--- config.mk ---
export PLATFORM = sky130hd
export DESIGN_NAME = cpcl_div
export DESIGN_NICKNAME = d
export VERILOG_FILES = /design/src/rtl/cpcl_div.sv
export SDC_FILE = /design/constraint.sdc
export NUM_CORES = 2
export LEC_CHECK = 0
export ABC_AREA = 0
export BUFFER_PORTS_ARGS = -buffer_cell sky130_fd_sc_hd__buf_2
export CORE_MARGIN = 4
export CORE_UTILIZATION = 30
export DETAILED_ROUTE_END_ITERATION = 10
export PLACE_DENSITY = 0.51
export SYNTH_ARGS = -nofsm -noshare
export SYNTH_HDL_FRONTEND = slang
export SYNTH_SLANG_ARGS = --single-unit
export TNS_END_PERCENT = 10
--- constraint.sdc ---
create_clock -name clk_i -period 3.3 [get_ports clk_i]
set_input_delay 0.99 -clock clk_i [delete_from_list [all_inputs] [get_ports clk_i]]
set_output_delay 0.99 -clock clk_i [all_outputs]
set_load 0.02 [all_outputs]
--- src/rtl/cpcl_div.sv ---
// Pipelined restoring divider, one quotient bit per stage, with a side
// payload carried alongside. Uses no package.
`default_nettype none

module cpcl_div #(
  parameter int NUM_W  = 33,
  parameter int DEN_W  = 18,
  parameter int Q_W    = 16,
  parameter int SIDE_W = 1
) (
  input  wire logic              clk_i,
  input  wire logic              en_i,
  input  wire logic [NUM_W-1:0]  num_i,
  input  wire logic [DEN_W-1:0]  den_i,
  input  wire logic [SIDE_W-1:0] side_i,
  output logic      [Q_W-1:0]    quo_o,
  output logic      [SIDE_W-1:0] side_o
);

  localparam int CW = (NUM_W > DEN_W + Q_W) ? NUM_W : DEN_W + Q_W;

  logic [CW-1:0]     rem_q  [0:Q_W];
  logic [DEN_W-1:0]  den_q  [0:Q_W];
  logic [Q_W-1:0]    quo_q  [0:Q_W];
  logic [SIDE_W-1:0] side_q [0:Q_W];

  logic [CW-1:0]  rem_d [1:Q_W];
  logic [Q_W-1:0] quo_d [1:Q_W];

  // Stage k settles quotient bit Q_W-k.
  for (genvar k = 1; k <= Q_W; k++) begin : g_stage
    localparam int B = Q_W - k;
    logic [CW-1:0] shifted;
    assign shifted = CW'(den_q[k-1]) << B;
    always_comb begin
      if (rem_q[k-1] >= shifted) begin
        rem_d[k] = rem_q[k-1] - shifted;
        quo_d[k] = quo_q[k-1] | (Q_W'(1) << B);
      end else begin
        rem_d[k] = rem_q[k-1];
        quo_d[k] = quo_q[k-1];
      end
    end
  end

  always_ff @(posedge clk_i) begin
    if (en_i) begin
      rem_q[0]  <= CW'(num_i);
      den_q[0]  <= den_i;
      quo_q[0]  <= '0;
      side_q[0] <= side_i;
      for (int k = 1; k <= Q_W; k++) begin
        rem_q[k]  <= rem_d[k];
        den_q[k]  <= den_q[k-1];
        quo_q[k]  <= quo_d[k];
        side_q[k] <= side_q[k-1];
      end
    end
  end

  assign quo_o  = quo_q[Q_W];
  assign side_o = side_q[Q_W];

endmodule

`default_nettype wire

* Word-level counts from Yosys, hierarchy flattened *
Memories as Yosys holds them, arrays and structs flattened.
Index checks and enable logic that the tools add are counted.

operators by class
  divide/modulo/power cells = 0
  equality and inequality tests = 0
  mux-type cells = 34
  reduce and logical (&&, ||, !) cells = 0
  $add $sub $neg = 16
  $mul = 0
  shift operators = 0
  order comparisons = 16
  bitwise gates (word level) = 0

operators by type and width
  cell                            number
  2-to-1 mux 34 bit               16
  >= comparator 34 x 18 -> 1 bit  1
  >= comparator 34 x 19 -> 1 bit  1
  >= comparator 34 x 20 -> 1 bit  1
  >= comparator 34 x 21 -> 1 bit  1
  >= comparator 34 x 22 -> 1 bit  1
  >= comparator 34 x 23 -> 1 bit  1
  >= comparator 34 x 24 -> 1 bit  1
  >= comparator 34 x 25 -> 1 bit  1
  >= comparator 34 x 26 -> 1 bit  1
  >= comparator 34 x 27 -> 1 bit  1
  >= comparator 34 x 28 -> 1 bit  1
  >= comparator 34 x 29 -> 1 bit  1
  >= comparator 34 x 30 -> 1 bit  1
  >= comparator 34 x 31 -> 1 bit  1
  >= comparator 34 x 32 -> 1 bit  1
  >= comparator 34 x 33 -> 1 bit  1
  subtractor 34 x 18 -> 34 bit    1
  subtractor 34 x 19 -> 34 bit    1
  subtractor 34 x 20 -> 34 bit    1
  subtractor 34 x 21 -> 34 bit    1
  subtractor 34 x 22 -> 34 bit    1
  subtractor 34 x 23 -> 34 bit    1
  subtractor 34 x 24 -> 34 bit    1
  other kinds (25)                27

word-level totals
  latch bits = 0
  bits in writable memories = 1173
  bits in registers = 0
  memories kept = 4
  logic and storage cells = 70
  memory bits (read-only) = 0
  output and inout bits = 17

memories
  memory  words  width  rd ports  clocked after Yosys merged registers in  write ports  line  text
  rem_q   17     34     16        0                                        17           22    logic [CW-1:0] rem_q [0:Q_W];
  den_q   17     18     16        0                                        17           23    logic [DEN_W-1:0] den_q [0:Q_W];
  quo_q   17     16     17        0                                        17           24    logic [Q_W-1:0] quo_q [0:Q_W];
  side_q  17     1      17        0                                        17           25    logic [SIDE_W-1:0] side_q [0:Q_W];

* Depth between registers and ports, before layout *
An unclocked memory read counts as a cell.

  word-level depth = 3
  mapped depth = 14
  depth with buffers taken out = 13

* Worst setup path before layout *
No wires, ideal clock.

  path kind = reg2reg
  from = memory rem_q[0][462] (netlist bit)
  to = memory rem_q[0][479] (netlist bit), data pin
  arrival time = 3311 ps
  setup time = 260 ps
  slack = -270 ps
  cell stages (with the launch flop) = 10
  clock period less this slack = 3570 ps
  path through = edfxtp_1 -> buf_2 -> or3_1 -> clkbuf_1 -> or3_1 -> or3_1 -> or3_1 -> or4b_4 -> nor4_4 -> mux2_2

RTL lines
  item         line
  from (decl)  22

==> impl_metrics.env <==
export IMPL_status="finished with violations"
export IMPL_violations="negative setup slack"
export IMPL_io_buffers=70
export IMPL_cts_root_buffer="clkbuf_16"
export IMPL_synth_enable_flop_cells=984
export IMPL_antenna_left=0
export IMPL_die_h_um=414
export IMPL_critPathLaunchType="flop"
export IMPL_ioPinCount=71
export IMPL_multi_input_area_mm2=0.0188
export IMPL_routed_wl_mm=116
export IMPL_slew_headroom=0.491
export IMPL_yosys_top_cells_area="edfxtp_1, ha_1, xnor2_1"
export IMPL_drc=0
export IMPL_r2r_start="rem_q[0][463]"
export IMPL_synth_main_ff_cell="edfxtp_1"
export IMPL_drt_initial_drc_count=2131
export IMPL_dp_cells=6544
export IMPL_cts_buffers=111
export IMPL_reg2reg_slack_ns=-0.1
export IMPL_setup_viol=14
export IMPL_p_leak_nw=23.1
export IMPL_r2r_end="rem_q[0][485]"
export IMPL_utilization=0.365
export IMPL_synth_top_area_frac=0.599
export IMPL_rows=148
export IMPL_synth_largest_area_cell="edfxtp_1"
export IMPL_finalMaxSlewViolations=0
export IMPL_grt_usage=0.134
export IMPL_ctsLongestPathBuffers=3
export IMPL_placed_area_mm2=0.0550
export IMPL_synth_seq_area_share=0.599
export IMPL_cts_hold_buf=0
export IMPL_drive_gt1_frac=0.166
export IMPL_path_clk_slew_ns=0.06
export IMPL_stdcell_area_mm2=0.0596
export IMPL_seq_area_mm2=0.0295
export IMPL_fin_cells=6768
export IMPL_rsz0062_at_grt="yes"
export IMPL_min_period_ns=3.40
export IMPL_critical_path_endpoint="rem_q[0][485]"
export IMPL_synth_cells=4045
export IMPL_yosys_cell_types_count=72
export IMPL_worstRegToRegCells=9
export IMPL_core_mm2=0.163
export IMPL_die_area_mm2=0.171
export IMPL_start_util=0.303
export IMPL_fill_cells=15867
export IMPL_hold_worst_slack_ns=0.385
export IMPL_worst_pin_slew_ns=0.756
export IMPL_grt_overflow=0
export IMPL_nNetsFinal=4852
export IMPL_crit_fanout=5
export IMPL_post_drt_wl_per_cell_um=17.1
export IMPL_die_x_um=414
export IMPL_report_final_hold_viol_count=0
export IMPL_peakVddDrop_v=0.000475
export IMPL_hp_class="reg -> reg"
export IMPL_globalplace_congestion=0.896
export IMPL_skew_ns=0.0629
export IMPL_async_flop_share=0
export IMPL_grt_pass1_wl_mm=180
export IMPL_dp_slack_ns=-0.224
export IMPL_cts_sinks=984
export IMPL_yosys_warnings=0
export IMPL_dp_hpwl_mm=87.9
export IMPL_clock_fmax_mhz=294
export IMPL_critPathCaptureType="flop"
export IMPL_crit_path_start="rem_q[0][463]"
export IMPL_antenna_diode_count=0
export IMPL_htreeDepth=3
export IMPL_firstDrtPassIters=5
export IMPL_p_per_area_mw_per_mm2=808
export IMPL_via_per_inst=4.71
export IMPL_clock_latency_ns=0.75
export IMPL_avgSynthCellArea_um2=12.2
export IMPL_cts_tree="yes"
export IMPL_grt_pass1_vias=31776
export IMPL_syn_area_mm2=0.0494
export IMPL_grt_max_degree=75
export IMPL_maxCapViolations=0
export IMPL_required_ns=3.74
export IMPL_timing_final_ws_setup_ns=-0.0966
export IMPL_synth_nets=4402
export IMPL_antenna_found_initial=0
export IMPL_path_class="reg -> reg"
export IMPL_timing_final_crit_share=1.03
export IMPL_vias=31895
export IMPL_critical_path_arrival_ns=3.83
export IMPL_syn_to_final_growth_pct=20.8
export IMPL_ys_ff_latch=984
cell families after synthesis:
logic type | after synthesis | synth area share
adders and majority gates | 303 | 0.0791
AOI/OAI and AO/OA | 881 | 0.111
buffers and inverters | 432 | 0.0331
xor gates and xnor gates | 309 | 0.0548
and+or+nand+nor | 1070 | 0.109
muxes | 66 | 0.0149
DFF | 984 | 0.599
where the power goes:
group          internal [mW]  leakage, nW  switching, mW  total, mW
combinational           7.47         11.7           8.74       16.2
clock                   7.94         1.91           5.20       13.1
sequential              17.1         9.49           1.71       18.8
total                   32.5         23.1           15.7       48.2
state kept, by name, indices dropped and copies added, names as in the netlist:
signal,cells
den_q,288
rem_q,543
side_q,17
quo_q,136
synth_stat cells, types with 37 or more instances:
master    count
nor4_1       48
nor2_1      257
inv_1       360
edfxtp_1    984
clkbuf_1     59
xnor2_1     155
xor2_1      154
nand2_1     263
ha_1        288
a21o_1      109
a21oi_1     269
nand3_1      71
nand2b_1     68
o21a_1       53
mux2_2       61
nor2b_1      53
or3_1        37
nand4_1      42
o21ai_0     220
nor3_1       98
placed cells by master (no fill, tap or decap), types with 16 or more instances in the layout:
| cell | count |
|---|---|
| o21ai_0 | 211 |
| clkinv_2 | 23 |
| a21o_1 | 109 |
| clkbuf_16 | 112 |
| and3_1 | 25 |
| nor3_1 | 90 |
| a211oi_1 | 21 |
| nor2b_1 | 50 |
| buf_4 | 301 |
| nand2b_1 | 67 |
| clkbuf_1 | 16 |
| xor2_1 | 154 |
| a21oi_1 | 260 |
| bufinv_16 | 22 |
| nor2_1 | 256 |
| buf_12 | 25 |
| ha_1 | 280 |
| a31oi_1 | 28 |
| o21a_1 | 53 |
| nand2_1 | 263 |
| xnor2_1 | 155 |
| inv_1 | 358 |
| nand4_1 | 42 |
| edfxtp_1 | 984 |
| o21bai_1 | 22 |
| nor4_1 | 39 |
| mux2_2 | 59 |
| nand3_1 | 70 |
| or3_1 | 32 |
| buf_2 | 69 |
| o31ai_1 | 21 |
| clkinv_1 | 21 |
worst max-delay path: stages (launching register included):
cell	delay (ns)
edfxtp_1	0.38
or3_4	0.39
or3_4	0.38
or3_4	0.34
or3_4	0.34
or4b_4	0.53
nor4_4	0.17
buf_6	0.16
buf_12	0.12
mux2_4	0.29
stage by stage:
step | power (mW) | TNS, ns
floorplan | 29.0 | -2.07
global placement | 34.7 | -7.02
detailed placement | 34.7 | -7.62
CTS | 48.3 | -0.713
global route | 51.2 | -3.58
finish | 48.2 | -0.521
routing by layer:
metal | global-route usage | vias up | routed length [um]
met5 | 0 | - | 0
met4 | 0.0428 | 0 | 3480
met3 | 0.0224 | 182 | 4830
met2 | 0.224 | 582 | 54400
met1 | 0.178 | 15242 | 53000
li1 | - | 15889 | -
cell type report:
type / count / share of cell area
Sequential cell: 984 / 0.496
Timing Repair Buffer: 407 / 0.0551
Tap cell: 2175 / 0.0456
Inverter: 362 / 0.0228
Clock buffer: 127 / 0.0476
Multi-Input combinational cell: 2629 / 0.315
Clock inverter: 84 / 0.0186
how the worst min path moves through the flow:
stage                               end  slack, ns          start  depth (start not counted)
after floorplan           quo_q[10][10]       0.40   quo_q[9][10]                          0
after global placement     quo_q[7][15]       0.40   quo_q[6][15]                          0
after global routing        rem_q[0][4]       0.34       num_i[4]                          1
after detailed placement  quo_q[10][15]       0.40   quo_q[9][15]                          0
final                     rem_q[0][180]       0.39  rem_q[0][146]                          0
after CTS                   den_q[0][6]       0.33       den_i[6]                          1
what timing repair did:
action / 4_1_cts / 5_1_grt
setup endpoints to repair: 89 / 227
pin swaps: 1 / 26
resized for setup: 28 / 100
gates cloned: 1 / 1
buffers inserted: 4 / 7
Power figures use the tool's default switching activity.
