==> src/rtl/cpcl_pkg.sv <==
// Package for the chassis power current limiter: widths, reset values,
// register indexes, limit modes and pipeline latencies.
// No dependencies.
`default_nettype none

package cpcl_pkg;

  localparam int CUR_W   = 16;  // signed motor current
  localparam int PWR_W   = 14;  // power, energy and thresholds
  localparam int BUD_W   = 16;  // current budgets
  localparam int LIM_W   = 17;  // total current limit
  localparam int TOT_W   = 18;  // sum of four magnitudes
  localparam int N_LANES = 4;
  localparam int CFG_W   = 16;
  localparam int CFG_IDX_W = 3;

  // Limit divider: budget (16 b) times a 14 b operand over a 14 b divisor.
  localparam int LIM_NUM_W = BUD_W + PWR_W;
  localparam int LIM_Q_W   = LIM_NUM_W;
  localparam int LIMIT_LAT = LIM_Q_W + 1;

  // Lane divider: magnitude times limit over total, quotient below 2^CUR_W.
  localparam int PROD_W   = CUR_W + LIM_W;
  localparam int LANE_LAT = CUR_W + 1;

  localparam logic [LIM_W-1:0] LIMIT_CAP = 17'd131070;

  localparam int NO_LIMIT_TOTAL_DEF   = 64000;
  localparam int MIN_BUFFER_FLOOR_DEF = 320;

  localparam logic [PWR_W-1:0] RST_PLIM_LO = 14'd2240;
  localparam logic [PWR_W-1:0] RST_WPOW_LO = 14'd768;
  localparam logic [PWR_W-1:0] RST_WBUF_LO = 14'd512;
  localparam logic [PWR_W-1:0] RST_PLIM_HI = 14'd3200;
  localparam logic [PWR_W-1:0] RST_WPOW_HI = 14'd1280;
  localparam logic [PWR_W-1:0] RST_WBUF_HI = 14'd640;
  localparam logic [BUD_W-1:0] RST_BUF_BUDGET = 16'd10000;
  localparam logic [BUD_W-1:0] RST_PWR_BUDGET = 16'd15000;

  typedef enum logic [CFG_IDX_W-1:0] {
    CFG_PLIM_LO    = 3'd0,
    CFG_WPOW_LO    = 3'd1,
    CFG_WBUF_LO    = 3'd2,
    CFG_PLIM_HI    = 3'd3,
    CFG_WPOW_HI    = 3'd4,
    CFG_WBUF_HI    = 3'd5,
    CFG_BUF_BUDGET = 3'd6,
    CFG_PWR_BUDGET = 3'd7
  } cfg_idx_e;

  typedef enum logic [1:0] {
    MODE_FIXED  = 2'd0,  // referee lost or unlimited robot
    MODE_BUFFER = 2'd1,  // buffer below warning
    MODE_RAMP   = 2'd2,  // above warning power
    MODE_FULL   = 2'd3   // at or below warning power
  } lim_mode_e;

endpackage

`default_nettype wire

==> src/rtl/cpcl_div.sv <==
// Pipelined restoring divider, one quotient bit per stage, with a side
// payload carried alongside. Uses no package.
`default_nettype none

module cpcl_div #(
  parameter int NUM_W  = 33,
  parameter int DEN_W  = 18,
  parameter int Q_W    = 16,
  parameter int SIDE_W = 1
) (
  input  wire logic              clk_i,
  input  wire logic              en_i,
  input  wire logic [NUM_W-1:0]  num_i,
  input  wire logic [DEN_W-1:0]  den_i,
  input  wire logic [SIDE_W-1:0] side_i,
  output logic      [Q_W-1:0]    quo_o,
  output logic      [SIDE_W-1:0] side_o
);

  localparam int CW = (NUM_W > DEN_W + Q_W) ? NUM_W : DEN_W + Q_W;

  logic [CW-1:0]     rem_q  [0:Q_W];
  logic [DEN_W-1:0]  den_q  [0:Q_W];
  logic [Q_W-1:0]    quo_q  [0:Q_W];
  logic [SIDE_W-1:0] side_q [0:Q_W];

  logic [CW-1:0]  rem_d [1:Q_W];
  logic [Q_W-1:0] quo_d [1:Q_W];

  // Stage k settles quotient bit Q_W-k.
  for (genvar k = 1; k <= Q_W; k++) begin : g_stage
    localparam int B = Q_W - k;
    logic [CW-1:0] shifted;
    assign shifted = CW'(den_q[k-1]) << B;
    always_comb begin
      if (rem_q[k-1] >= shifted) begin
        rem_d[k] = rem_q[k-1] - shifted;
        quo_d[k] = quo_q[k-1] | (Q_W'(1) << B);
      end else begin
        rem_d[k] = rem_q[k-1];
        quo_d[k] = quo_q[k-1];
      end
    end
  end

  always_ff @(posedge clk_i) begin
    if (en_i) begin
      rem_q[0]  <= CW'(num_i);
      den_q[0]  <= den_i;
      quo_q[0]  <= '0;
      side_q[0] <= side_i;
      for (int k = 1; k <= Q_W; k++) begin
        rem_q[k]  <= rem_d[k];
        den_q[k]  <= den_q[k-1];
        quo_q[k]  <= quo_d[k];
        side_q[k] <= side_q[k-1];
      end
    end
  end

  assign quo_o  = quo_q[Q_W];
  assign side_o = side_q[Q_W];

endmodule

`default_nettype wire

==> src/rtl/cpcl_lane.sv <==
// One motor lane: when scaling, magnitude times limit, divide by total, restore sign; else pass the current.
// Depends on cpcl_pkg and cpcl_div.
`default_nettype none

module cpcl_lane
  import cpcl_pkg::*;
(
  input  wire logic                    clk_i,
  input  wire logic                    en_i,
  input  wire logic signed [CUR_W-1:0] cur_i,
  input  wire logic        [CUR_W-1:0] mag_i,
  input  wire logic        [LIM_W-1:0] limit_i,
  input  wire logic        [TOT_W-1:0] total_i,
  input  wire logic                    scale_i,
  output logic signed      [CUR_W-1:0] cur_o
);

  logic [PROD_W-1:0] prod;
  logic [CUR_W-1:0]  quo;
  logic [CUR_W:0]    side_out;
  logic [CUR_W-1:0]  cur_dly;

  assign prod = PROD_W'(mag_i) * PROD_W'(limit_i);

  cpcl_div #(
    .NUM_W  (PROD_W),
    .DEN_W  (TOT_W),
    .Q_W    (CUR_W),
    .SIDE_W (CUR_W + 1)
  ) u_div (
    .clk_i  (clk_i),
    .en_i   (en_i),
    .num_i  (prod),
    .den_i  (total_i),
    .side_i ({scale_i, cur_i}),
    .quo_o  (quo),
    .side_o (side_out)
  );

  assign cur_dly = side_out[CUR_W-1:0];

  // Truncate toward zero: scale the magnitude, then put the sign back.
  always_comb begin
    if (!side_out[CUR_W]) begin
      cur_o = cur_dly;
    end else if (cur_dly[CUR_W-1]) begin
      cur_o = CUR_W'(0) - quo;
    end else begin
      cur_o = quo;
    end
  end

endmodule

`default_nettype wire
==> config.mk <==
export PLATFORM = sky130hd
export DESIGN_NAME = cpcl_lane
export DESIGN_NICKNAME = d
export VERILOG_FILES = /design/src/rtl/cpcl_pkg.sv /design/src/rtl/cpcl_div.sv /design/src/rtl/cpcl_lane.sv
export SDC_FILE = /design/constraint.sdc
export NUM_CORES = 2
export LEC_CHECK = 0
export BUFFER_PORTS_ARGS = -buffer_cell sky130_fd_sc_hd__buf_2
export CORE_AREA = 2 2 352 354
export CTS_CLUSTER_SIZE = 10
export DETAILED_ROUTE_END_ITERATION = 12
export DIE_AREA = 0 0 354 356
export GPL_TIMING_DRIVEN = 0
export PLACE_DENSITY = 0.71
export SYNTH_ARGS = -nofsm -noshare
export SYNTH_HDL_FRONTEND = slang
export SYNTH_HIERARCHICAL = 1
export SYNTH_SLANG_ARGS = --single-unit
==> constraint.sdc <==
create_clock -name clk_i -period 7.1 [get_ports clk_i]
set_input_delay 0.71 -clock clk_i [delete_from_list [all_inputs] [get_ports clk_i]]
set_output_delay 0.71 -clock clk_i [all_outputs]
set_load 0.02 [all_outputs]
Word-level counts from Yosys, hierarchy flattened:

Memories as Yosys holds them, arrays and structs flattened.
Cells that the tools add are included.

* register bits: 0
* memory bits (writable): 1445
* input port bits: 70
* output and inout port bits: 16
* logic and storage cells: 74
* memories kept: 4

Memory list
* u_div.rem_q: depth 17, bits a word 34, rd ports 16, clocked after Yosys merged registers in 0, write ports 17, RTL line cpcl_div.sv:22 `logic [CW-1:0] rem_q [0:Q_W];`
* u_div.den_q: depth 17, bits a word 18, rd ports 16, clocked after Yosys merged registers in 0, write ports 17, RTL line cpcl_div.sv:23 `logic [DEN_W-1:0] den_q [0:Q_W];`
* u_div.side_q: depth 17, bits a word 17, rd ports 17, clocked after Yosys merged registers in 0, write ports 17, RTL line cpcl_div.sv:25 `logic [SIDE_W-1:0] side_q [0:Q_W];`
* u_div.quo_q: depth 17, bits a word 16, rd ports 17, clocked after Yosys merged registers in 0, write ports 17, RTL line cpcl_div.sv:24 `logic [Q_W-1:0] quo_q [0:Q_W];`

* add/subtract/negate cells: 17
* multiply operators: 1
* order comparisons: 16
* muxes and demuxes: 36

Operator list (number)
* 2-to-1 mux 34 bit: 16
* 2-to-1 mux 16 bit: 3
* greater-or-equal comparator 34 x 18 -> 1 bit: 1
* greater-or-equal comparator 34 x 19 -> 1 bit: 1
* greater-or-equal comparator 34 x 20 -> 1 bit: 1
* greater-or-equal comparator 34 x 21 -> 1 bit: 1
* greater-or-equal comparator 34 x 22 -> 1 bit: 1
* greater-or-equal comparator 34 x 23 -> 1 bit: 1
* greater-or-equal comparator 34 x 24 -> 1 bit: 1
* greater-or-equal comparator 34 x 25 -> 1 bit: 1
* greater-or-equal comparator 34 x 26 -> 1 bit: 1
* greater-or-equal comparator 34 x 27 -> 1 bit: 1
* greater-or-equal comparator 34 x 28 -> 1 bit: 1
* greater-or-equal comparator 34 x 29 -> 1 bit: 1
* greater-or-equal comparator 34 x 30 -> 1 bit: 1
* greater-or-equal comparator 34 x 31 -> 1 bit: 1
* greater-or-equal comparator 34 x 32 -> 1 bit: 1
* greater-or-equal comparator 34 x 33 -> 1 bit: 1
* subtractor 34 x 18 -> 34 bit: 1
* subtractor 34 x 19 -> 34 bit: 1
* subtractor 34 x 20 -> 34 bit: 1
* subtractor 34 x 21 -> 34 bit: 1
* subtractor 34 x 22 -> 34 bit: 1
* subtractor 34 x 23 -> 34 bit: 1
* 27 further kinds: 29

Depth between registers and ports, before layout:

An unclocked memory read counts as a cell.

* depth in word-level cells: 4
* depth in mapped cells: 23
* gate-level depth less buffers: 21

Modules after synthesis:

The synthesis kept the hierarchy.

By module, submodules not included
* cpcl_div: instances 1, cells each 4335, area each 57650.3 um^2, sequential area each 37716.2 um^2
* cpcl_lane: instances 1, cells each 1079, area each 9277.6 um^2, sequential area each 0.0 um^2

Worst setup path before layout:

OpenSTA, ideal clock, no wires.

* kind: input port to flip-flop
* from: input mag_i[9]
* to: memory u_div/rem_q[0][31] in the netlist's numbering, data pin
* library setup time: 265 ps
* arrival time: 5909 ps
* data required time: 6835 ps
* setup slack: 926 ps
* cell stages on the path: 21
* path buffers: 2
* cells stage by stage: clkbuf_1 > clkbuf_1 > nand2_1 > fa_1 > fa_1 > inv_1 > fa_1 > fa_1 > fa_1 > inv_1 > fa_1 > inv_1 > ha_1 > a21oi_1 > o21ai_0 > a21oi_1 > nor3_1 > or3_1 > a31oi_1 > o21ai_0 > xor2_1

RTL lines
* from (decl): RTL line cpcl_lane.sv:11 `input wire logic [CUR_W-1:0] mag_i,`
* to (decl): RTL line cpcl_div.sv:22

==> out/metrics.cfg <==
[worst_setup_path]
crit_fanout = 10
rr_worst_depth = 13
start_kind = primary input
cp_slowest_stage_delay_ns = 0.57
slowest_stage = clkbuf_1
cp.required_ns = 7.59
worstSetupEndpointType = flip-flop
worstSetupPathType = in -> reg
crit_top_cell = fa_1
critPathArrivalTime_ns = 6.97
crit_chain = clkbuf_1 -> clkbuf_1 -> nand2_1 -> fa_1 -> fa_1 -> inv_1 -> fa_1 -> fa_1 -> fa_1 -> inv_1 -> fa_1 -> inv_1 -> ha_1 -> a21oi_1 -> o21ai_0 -> a21oi_1 -> nor3_1 -> or3_1 -> a31oi_1 -> o21ai_0 -> xor2_1

[timing]
fin_skew_ns = 0.0341
finalHoldViolations = 0
drv_slew = 0
tns_ns = 0
holdWs_ns = 0.110
setup_viol = 0
finalCriticalPeriod_ns = 6.48
worstMarginPinSlew_ns = 1.31
max_clock_freq_mhz = 154
fin_crit_sh_pct = 91.2
maxSlewHeadroom_pct = 11.6
rsz0062_at_grt = false

[grt]
use_met3_pct = 2.99
grt_first_pass_wirelength_mm = 222
grt_antenna_before_repair = 1
met1_usage_pct = 24.2
grt_pass1_vias = 42200
groute.usage.overall_pct = 22.7
grt_overflow = 0
grt_max_degree = 195
use_met2_pct = 43.2
busiest_layer = met2

[logic_synthesis]
yosysMostFrequentCell = edfxtp_1
netlist-cell-type-count = 93
synthArstFlopShare_pct = 0
ys_seq_area_share_pct = 56.4
synth_common_cells = edfxtp_1, inv_1, nand2_1, ha_1, a21oi_1
ys_seq_elements = 1256
synth_edf_count = 1256
synth.top_cells.by_area = edfxtp_1, ha_1, fa_1
syn_area_per_cell_sq_um = 12.4
syn-cell-area_sq_um = 66900
synth.top_cell.area_share_pct = 56.4
syn_inst = 5414
ys_warn_count = 6
synth_largest_area_cell = edfxtp_1
synth_top_flop_cell = edfxtp_1
synth_fp_nets = 6101

[hold_path]
hold-path-cell-count = 1
min_path_type = in -> reg

[power_and_ir_drop]
p_leak_uw = 0.0295
ir_drop_v = 0.000671
powerDensity_nw_per_um2 = 432

[cells_and_area]
nNetsFinal = 6344
finalInstanceArea_sq_um = 73900
area_growth_pct = 10.5
drive_gt1_share_pct = 7.12
diodes = 0
nFillCells = 9565

[die]
num_io_pins = 86
start_util_pct = 54.6
dieArea_sq_um = 126000
fp.dieH_um = 356
rows = 129
dieWidth_um = 354
core_area_sq_um = 123000

[drt]
vias = 40800
via_per_inst = 5.56
wl_mm = 142
dr.pass1.iters = 5
drtIter0Drc = 2505
ant_nets = 0
wl_per_cell_um = 19.4
drc_errors = 0

[clock_network]
cts_setup_buffers = 0
clkSinkCount = 1256
clk_path_buf_depth = 3
cts-root-buf = clkbuf_16
post_cts_resized = 0
clkTransAtPathRegs_ns = 0.05
cts_tree = yes
cts.htree.levels = 4
insertion_delay_ns = 0.77
cts_buffers = 150
ctsHoldBuffers = 0

[placement]
portBuffers = 84
place_congestion = 0.937
dp_hpwl_mm = 106
placed_area_sq_um = 69600

[job]
maxCapViolCount = 0

[outcome]
status = finished, final reports clean

[final cells by class]
| cell class | instances | area (sq um) | share of cell area, % |
|---|---|---|---|
| clock buffers | 165 | 3810 | 5.15 |
| flip-flops and latches | 1256 | 37700 | 51.0 |
| multi-input cells | 3453 | 26500 | 35.9 |
| plain buffers | 102 | 427 | 0.577 |
| inverters | 603 | 2260 | 3.06 |
| clock inverters | 36 | 520 | 0.704 |
| repair buffers | 91 | 628 | 0.850 |
| well taps | 1637 | 2050 | 2.77 |
[sequential cells by signal, indices dropped and copies added, names as in the netlist]
register      cells
u_div/den_q     288
u_div/side_q    289
u_div/rem_q     543
u_div/quo_q     136
[power by group]
group          internal (uW)  switching (uW)  total, uW  leakage (uW)
registers              10500             894      11400        0.0121
clock network           3910            2910       6810       0.00208
logic                   5750            7980      13700        0.0153
total                  20100           11800      31900        0.0295
[cell families after synthesis]
| logic type | Yosys count | share of synthesized area [%] |
|---|---|---|
| adder cells (fa/ha/maj) | 617 | 14.0 |
| flip-flops | 1256 | 56.4 |
| AO/OA/AOI/OAI | 1025 | 9.62 |
| multiplexers | 67 | 1.12 |
| XOR/XNOR | 353 | 4.62 |
| buffers and inverters | 705 | 4.02 |
| AND/OR/NAND/NOR | 1391 | 10.2 |
[routing by layer]
| layer | vias up | wire length, um |
|---|---|---|
| met5 | - | 0 |
| met4 | 0 | 7910 |
| met3 | 370 | 4730 |
| met2 | 898 | 77400 |
| met1 | 19800 | 52100 |
| li1 | 19800 | - |
[layout by cell type (no fill, tap or decap), types with 100 or more instances in the layout]
cell type	count
a21o_1	140
a21oi_1	309
and2_1	144
buf_2	100
clkbuf_16	150
edfxtp_1	1256
fa_1	223
ha_1	394
inv_1	601
nand2_1	463
nor2_1	283
o21ai_0	260
xnor2_1	193
xor2_1	160
[per-stage QoR]
step | total power (uW) | setup slack (ns) | util, % | instances
after floorplan | 21400 | 0.926 | - | 5414
final | 31900 | 0.624 | 60.3 | 7343
after global placement | 25200 | -13.76 | 56.6 | 7135
after global routing | 34100 | 0.535 | 60.3 | 7343
after CTS | 32100 | 0.772 | 60.3 | 7343
after detailed placement | 25100 | -0.0501 | 56.7 | 7142
[worst paths after layout]
check | from | to | slack, ns
min reg2reg | u_div/side_q[1][7]$_DFFE_PP_ | u_div/side_q[1][24]$_DFFE_PP_ | 0.41
max reg2reg | u_div/den_q[0][18]$_DFFE_PP_ | u_div/rem_q[0][92]$_DFFE_PP_ | 2.78
max | mag_i[9] | u_div/rem_q[0][31]$_DFFE_PP_ | 0.62
min | cur_i[9] | u_div/side_q[0][9]$_DFFE_PP_ | 0.11
[critical path, delay by kind of cell]
kind                       cells  cell delay (ns)
adders and majority gates      7             3.33
AOI/OAI and AO/OA              5             1.03
and+or+nand+nor                3             0.55
buffers and inverters          5             1.14
xor gates and xnor gates       1             0.18
Note: power is estimated with default switching activity, not from simulation.
